<file path="src/mhtq_pkg.sv">
// Shared types, codes and constants of the timer queue.
`default_nettype none
package mhtq_pkg;

    localparam int ID_W        = 10;
    localparam int TO_W        = 31;
    localparam int KIND_W      = 2;
    localparam int RK_W        = 3;
    localparam int MAX_EXPIRED = 32;
    localparam int K_W         = $clog2(MAX_EXPIRED + 1);

    localparam int CAPACITY_DEF  = 32;
    localparam int ID_COUNT_DEF  = 1024;
    localparam int TIME_BITS_DEF = 32;

    localparam logic [TO_W-1:0] DELAY_MAX = {TO_W{1'b1}};

    localparam logic [KIND_W-1:0] KIND_ADD   = 2'd0;
    localparam logic [KIND_W-1:0] KIND_TICK  = 2'd1;
    localparam logic [KIND_W-1:0] KIND_QUERY = 2'd2;
    localparam logic [KIND_W-1:0] KIND_CLEAR = 2'd3;

    typedef enum logic [RK_W-1:0] {
        RK_EXPIRED   = 3'd0,
        RK_DELAY     = 3'd1,
        RK_EMPTY     = 3'd2,
        RK_INSERTED  = 3'd3,
        RK_REFRESHED = 3'd4,
        RK_DROPPED   = 3'd5
    } rkind_t;

    typedef enum logic [4:0] {
        OP_NONE,
        OP_ACCEPT,
        OP_RD_MAP,
        OP_RD_SLOT,
        OP_ADD_REFRESH,
        OP_ADD_NEW,
        OP_RD_L,
        OP_RD_R,
        OP_SEL,
        OP_DN_SWAP,
        OP_RD_P,
        OP_UP_SWAP,
        OP_PLACE,
        OP_RD_TOP,
        OP_TAKE,
        OP_RD_LAST,
        OP_REM,
        OP_EMIT_ADD,
        OP_EMIT_PEND,
        OP_EMIT_Q
    } op_t;

    typedef struct packed {
        op_t    op;
        rkind_t rkind;
        logic   last;
    } cmd_t;

    typedef struct packed {
        logic c_ge_n;
        logic e_before_ch;
        logic i_zero;
        logic par_before_e;
        logic moved;
        logic cnt_zero;
        logic full;
        logic top_due;
        logic k_full;
        logic pend_v;
        logic out_free;
        logic present;
        logic id_oob;
        logic is_query;
    } stat_t;

endpackage
`default_nettype wire

</file>
<file path="src/mhtq_ctrl.sv">
// Sequencer of the timer queue: add, drain, sift and emit steps.
`default_nettype none
module mhtq_ctrl (
    input  wire logic                         aclk,
    input  wire logic                         aresetn,
    input  wire logic                         s_valid,
    input  wire logic [mhtq_pkg::KIND_W-1:0]  s_kind,
    output logic                              s_ready,
    input  wire mhtq_pkg::stat_t              stat,
    output mhtq_pkg::cmd_t                    cmd
);
    import mhtq_pkg::*;

    typedef enum logic [16:0] {
        ST_IDLE    = 17'h00001,
        ST_ADD_CHK = 17'h00002,
        ST_SLOT_RD = 17'h00004,
        ST_ADD_DEC = 17'h00008,
        ST_DN_L    = 17'h00010,
        ST_DN_R    = 17'h00020,
        ST_DN_SEL  = 17'h00040,
        ST_DN_CMP  = 17'h00080,
        ST_UP_P    = 17'h00100,
        ST_UP_CMP  = 17'h00200,
        ST_PLACE   = 17'h00400,
        ST_EMIT    = 17'h00800,
        ST_TOP_RD  = 17'h01000,
        ST_TOP_CHK = 17'h02000,
        ST_LAST_RD = 17'h04000,
        ST_REM     = 17'h08000,
        ST_FIN     = 17'h10000
    } state_t;

    state_t state_reg, state_next;
    rkind_t akind_reg, akind_next;
    logic   drain_reg, drain_next;

    assign s_ready = (state_reg == ST_IDLE);

    always_comb begin
        state_next = state_reg;
        akind_next = akind_reg;
        drain_next = drain_reg;
        cmd.op     = OP_NONE;
        cmd.rkind  = akind_reg;
        cmd.last   = 1'b1;
        case (state_reg)
            ST_IDLE: begin
                if (s_valid) begin
                    cmd.op     = OP_ACCEPT;
                    drain_next = (s_kind != KIND_ADD);
                    if (s_kind == KIND_ADD) begin
                        state_next = ST_ADD_CHK;
                    end else if (s_kind == KIND_CLEAR) begin
                        state_next = ST_IDLE;
                    end else begin
                        state_next = ST_TOP_RD;
                    end
                end
            end
            ST_ADD_CHK: begin
                cmd.op = OP_RD_MAP;
                if (stat.id_oob) begin
                    akind_next = RK_DROPPED;
                    state_next = ST_EMIT;
                end else begin
                    state_next = ST_SLOT_RD;
                end
            end
            ST_SLOT_RD: begin
                cmd.op     = OP_RD_SLOT;
                state_next = ST_ADD_DEC;
            end
            ST_ADD_DEC: begin
                if (stat.present) begin
                    cmd.op     = OP_ADD_REFRESH;
                    akind_next = RK_REFRESHED;
                    state_next = ST_DN_L;
                end else if (stat.full) begin
                    akind_next = RK_DROPPED;
                    state_next = ST_EMIT;
                end else begin
                    cmd.op     = OP_ADD_NEW;
                    akind_next = RK_INSERTED;
                    state_next = ST_UP_P;
                end
            end
            ST_DN_L: begin
                if (stat.c_ge_n) begin
                    // A refreshed timer that did not sink may still need to rise.
                    state_next = (stat.moved || drain_reg) ? ST_PLACE : ST_UP_P;
                end else begin
                    cmd.op     = OP_RD_L;
                    state_next = ST_DN_R;
                end
            end
            ST_DN_R: begin
                cmd.op     = OP_RD_R;
                state_next = ST_DN_SEL;
            end
            ST_DN_SEL: begin
                cmd.op     = OP_SEL;
                state_next = ST_DN_CMP;
            end
            ST_DN_CMP: begin
                if (stat.e_before_ch) begin
                    state_next = (stat.moved || drain_reg) ? ST_PLACE : ST_UP_P;
                end else begin
                    cmd.op     = OP_DN_SWAP;
                    state_next = ST_DN_L;
                end
            end
            ST_UP_P: begin
                if (stat.i_zero) begin
                    state_next = ST_PLACE;
                end else begin
                    cmd.op     = OP_RD_P;
                    state_next = ST_UP_CMP;
                end
            end
            ST_UP_CMP: begin
                if (stat.par_before_e) begin
                    state_next = ST_PLACE;
                end else begin
                    cmd.op     = OP_UP_SWAP;
                    state_next = ST_UP_P;
                end
            end
            ST_PLACE: begin
                cmd.op     = OP_PLACE;
                state_next = drain_reg ? ST_TOP_RD : ST_EMIT;
            end
            ST_EMIT: begin
                if (stat.out_free) begin
                    cmd.op     = OP_EMIT_ADD;
                    state_next = ST_IDLE;
                end
            end
            ST_TOP_RD: begin
                cmd.op     = OP_RD_TOP;
                state_next = ST_TOP_CHK;
            end
            ST_TOP_CHK: begin
                if (!stat.cnt_zero && !stat.k_full && stat.top_due) begin
                    // The previous expired word is sent only now that another follows.
                    if (!stat.pend_v || stat.out_free) begin
                        cmd.op     = OP_TAKE;
                        cmd.last   = 1'b0;
                        state_next = ST_LAST_RD;
                    end
                end else begin
                    state_next = ST_FIN;
                end
            end
            ST_LAST_RD: begin
                cmd.op     = OP_RD_LAST;
                state_next = ST_REM;
            end
            ST_REM: begin
                cmd.op     = OP_REM;
                state_next = ST_DN_L;
            end
            ST_FIN: begin
                if (stat.pend_v) begin
                    if (stat.out_free) begin
                        cmd.op   = OP_EMIT_PEND;
                        cmd.last = !stat.is_query;
                        if (!stat.is_query) begin
                            state_next = ST_IDLE;
                        end
                    end
                end else if (!stat.is_query) begin
                    state_next = ST_IDLE;
                end else if (stat.out_free) begin
                    cmd.op     = OP_EMIT_Q;
                    state_next = ST_IDLE;
                end
            end
            default: begin
                state_next = ST_IDLE;
            end
        endcase
    end

    always_ff @(posedge aclk) begin
        if (!aresetn) begin
            state_reg <= ST_IDLE;
            akind_reg <= RK_DROPPED;
            drain_reg <= 1'b0;
        end else begin
            state_reg <= state_next;
            akind_reg <= akind_next;
            drain_reg <= drain_next;
        end
    end

    a_accept_idle: assert property (@(posedge aclk) disable iff (!aresetn)
        (cmd.op == OP_ACCEPT) |-> (state_reg == ST_IDLE))
        else $error("item taken outside idle");

    a_rem_after_last: assert property (@(posedge aclk) disable iff (!aresetn)
        (state_reg == ST_REM) |-> ($past(state_reg) == ST_LAST_RD))
        else $error("removal without reading the last slot");

    property p_take_then_read;
        @(posedge aclk) disable iff (!aresetn)
            (cmd.op == OP_TAKE) |=> (state_reg == ST_LAST_RD);
    endproperty
    a_take_then_read: assert property (p_take_then_read)
        else $error("take not followed by last-slot read");

endmodule
`default_nettype wire

</file>
<file path="config.mk">
export PLATFORM = sky130hd
export DESIGN_NAME = mhtq_ctrl
export DESIGN_NICKNAME = d
export VERILOG_FILES = /design/src/mhtq_pkg.sv /design/src/mhtq_ctrl.sv
export SDC_FILE = /design/constraint.sdc
export NUM_CORES = 1
export LEC_CHECK = 0
export BUFFER_PORTS_ARGS = -buffer_cell sky130_fd_sc_hd__buf_4
export CAP_MARGIN = 25
export CORE_ASPECT_RATIO = 1.75
export CORE_MARGIN = 5
export CORE_UTILIZATION = 45
export DETAILED_ROUTE_END_ITERATION = 6
export GPL_ROUTABILITY_DRIVEN = 0
export HOLD_SLACK_MARGIN = 0.03
export PLACE_DENSITY = 0.7
export SLEW_MARGIN = 20
export SYNTH_ARGS = -nofsm -noshare
export SYNTH_HDL_FRONTEND = slang
export SYNTH_SLANG_ARGS = --single-unit
</file>
<file path="constraint.sdc">
create_clock -name aclk -period 2.07 [get_ports aclk]
set_clock_uncertainty 0.05 [all_clocks]
set_input_delay 0 -clock aclk [delete_from_list [all_inputs] [get_ports aclk]]
set_output_delay 0 -clock aclk [all_outputs]
set_load 0.02 [all_outputs]
</file>
==> metrics <==
Mapped Cells=185; Overflow after GRT=0; Initial Util=0.472; Clk pin slew, worst setup/hold paths=about 80 ps; final setup fails=10; Max Slew Vio Count=0; Post-Route WL=5.60 mm; Initial DRT Pass Iterations=4; layout cells sized above 1=0.424; post-route setup slack=-302 ps; CTS sink count=21; EDFF count, synth=0; Clk Latency, worst-skew pair=270 ps; Core Area=3180 µm²; crit path launch type=flop; post-place setup slack=-19.4 ps; worst stage delay on the critical path=approximately 380 ps; Filler cells=about 250; flops & latches, synth=21; Crit path arrival time=about 2300 ps; post-synthesis xor/xnor area fraction=0.0175; Critical Path Fanout Max=4; CTS root buf=clkbuf_8; FFs w/ async S/R, synth=0; Peak VDD IR=slightly below 0.4 mV; sequence of cells on the critical path=nor4_4 > nand4_1 > nor4_4 > nor3b_4 > buf_4 > a41oi_2 > buf_4; unrepaired setup endpoints after global routing=yes; Worst slew margin=0.734; Worst Path Class, Setup=reg -> out; Simple-Gate Fraction of Synth Area=0.448; Overall Global Routing Usage=0.245; Seq. cell area=approximately 430 µm²; R2R setup slack=-260 ps; Area after DPL=approximately 1900 µm²; mean post-synth cell area=between 8 and 9 µm²; Top FF cell, synth=dfxtp_1; nets=roughly 280; first-pass GRT wire length=8.45 mm; CTS tree=built; net count after synthesis=206; die width=53.6 µm; number of flip-flops under the largest register name=17; Compound-Gate Fraction of Synth Area=0.179; initial antenna violation count=0; Distinct cells, synth=53; Setup TNS=-2010 ps; via count=between 1500 and 2000; fin util=0.721; Mapped Area=between 1000 and 1500 µm²; ANT cells=0; Seq/Total Area, Yosys=0.280; WL/cell=18.8 µm; Max clock buf depth=2; Hold WC Path Type=in -> reg; post-synthesis mux area share=0.00668; die area=approximately 4600 µm²; YS warnings=0; FMAX=roughly 0.42 GHz; failing checks=negative setup slack; Pwr Total=roughly 0.0011 W; Vias/cell=between 6 and 7; critical path data required time=slightly above 2000 ps; Layout Area Growth over Synthesis=52.7%; DP Wirelength=3.95 mm; crit end category=output pin; Die Ht=roughly 86 µm; Final period util=1.15; DR DRC count=0; Final Critical Period=2370 ps; drt initial violations=approximately 130; I/O pin cnt=29; largest net degree at the start of global routing=13; Rows=27; Leak=0.947 nW; Pwr Density=around 480 nW/µm²; combinational family with the most area after synthesis=simple AND/OR/NAND/NOR gates; Num CTS Buffers=3; max-capacitance violation count=0; Layout Cell Area excl Fill=2290 µm²; adder-cell share of the synthesized area=0.0234; status=complete, but fails checks; H-tree levels=1; multi-input logic area=about 1100 µm²; vias in the first global route=about 1800; Port Buffers=28; Worst path slowest cell=nor4_4; worst-margin pin slew=approximately 400 ps; final hold violations=0; post-route ant nets=0
Yosys cell counts (all sizes together) (4+ instances only):
master / number / area, µm²
dfxtp: 21 / 420
nor2: 19 / 71.3
nand2: 13 / 48.8
nor4: 13 / 130
a21oi: 11 / 55.1
nor3: 9 / 61.3
nand2b: 8 / 50.1
nand4: 8 / 62.6
o21ai: 8 / 40.0
inv: 7 / 26.3
nor2b: 7 / 43.8
nor3b: 7 / 68.8
and2: 5 / 31.3
buf: 4 / 26.3
power by group:
group          switching (W)  leakage (nW)  internal [W]
Clock               0.000144        0.0255      0.000135
Combinational       0.000200         0.748      0.000181
Sequential         0.0000195         0.174      0.000413
Total               0.000363         0.947      0.000729
layout make-up:
type,count,area share
multi-input combinational,149,0.502
clock inverter,1,0.00219
timing repair buffer,73,0.252
sequential,21,0.189
tap,43,0.0235
inverter,8,0.0131
clock buffer,3,0.0180
routing by layer:
layer / vias to the layer above / GRT usage / wire [µm]
met1: 872 / 0.265 / 2040
met3: 44 / 0.0361 / 312
met4: 0 / 0.170 / 420
met5: - / 0 / 0
li1: 833 / - / -
met2: 107 / 0.419 / 2820
worst paths after layout:
path	depth (start not counted)	from	endpoint
setup reg to reg	9	state_reg[14]	state_reg[0]
hold reg to reg	2	akind_reg[1]	akind_reg[1]
hold / removal	4	stat[3]	state_reg[11]
setup / recovery	7	state_reg[14]	cmd[0]
critical path, delay by kind of cell, from the launching register on:
family	cells	cell delay [ps]
buffers and inverters	2	340
AOI/OAI and AO/OA	1	30
DFF	1	360
and+or+nand+nor	4	1320
placed cells by master, fill, tap and decap left out, types with 3 or more instances in the layout:
cell           netlist  routed
inv_1                7       7
o21ai_0              7       7
nor2b_1              7       6
dfxtp_2              0       7
nand2_1             13      13
xor2_1               3       3
and2_1               5       5
nor4_4               2       4
clkbuf_8             0       3
buf_4                0      63
a21oi_1             11       8
dfxtp_1             21      13
nand4_1              6       6
nor4_1               8       6
nor2_1              19      16
nor4_2               3       3
a21oi_2              0       3
nand2b_1             8       8
nor3_1               7       6
nor3b_1              5       4
dlygate4sd3_1        0       8
per-stage QoR:
| stage | std cells | hold WS, ps |
|---|---|---|
| after floorplan | 185 | 28.5 |
| after global routing | 298 | 140 |
| after global placement | 273 | 148 |
| after detailed placement | 273 | 144 |
| after CTS | 292 | 98.6 |
| final | 298 | 107 |
timing repair:
item,in CTS,in global routing
buffers inserted,7,6
endpoints found under the setup margin,8,15
gates cloned,0,0
hold endpoints to repair,13,0
gates resized for setup,17,20
pin swaps,7,12
hold buffers,8,0
cells by family after synthesis:
family	after synthesis
AOI/OAI and AO/OA	40
buffers and inverters	15
muxes	1
adders and majority gates	3
DFF	21
and+or+nand+nor	102
xor gates and xnor gates	3
No activity file was read; power rests on OpenSTA's default activity.
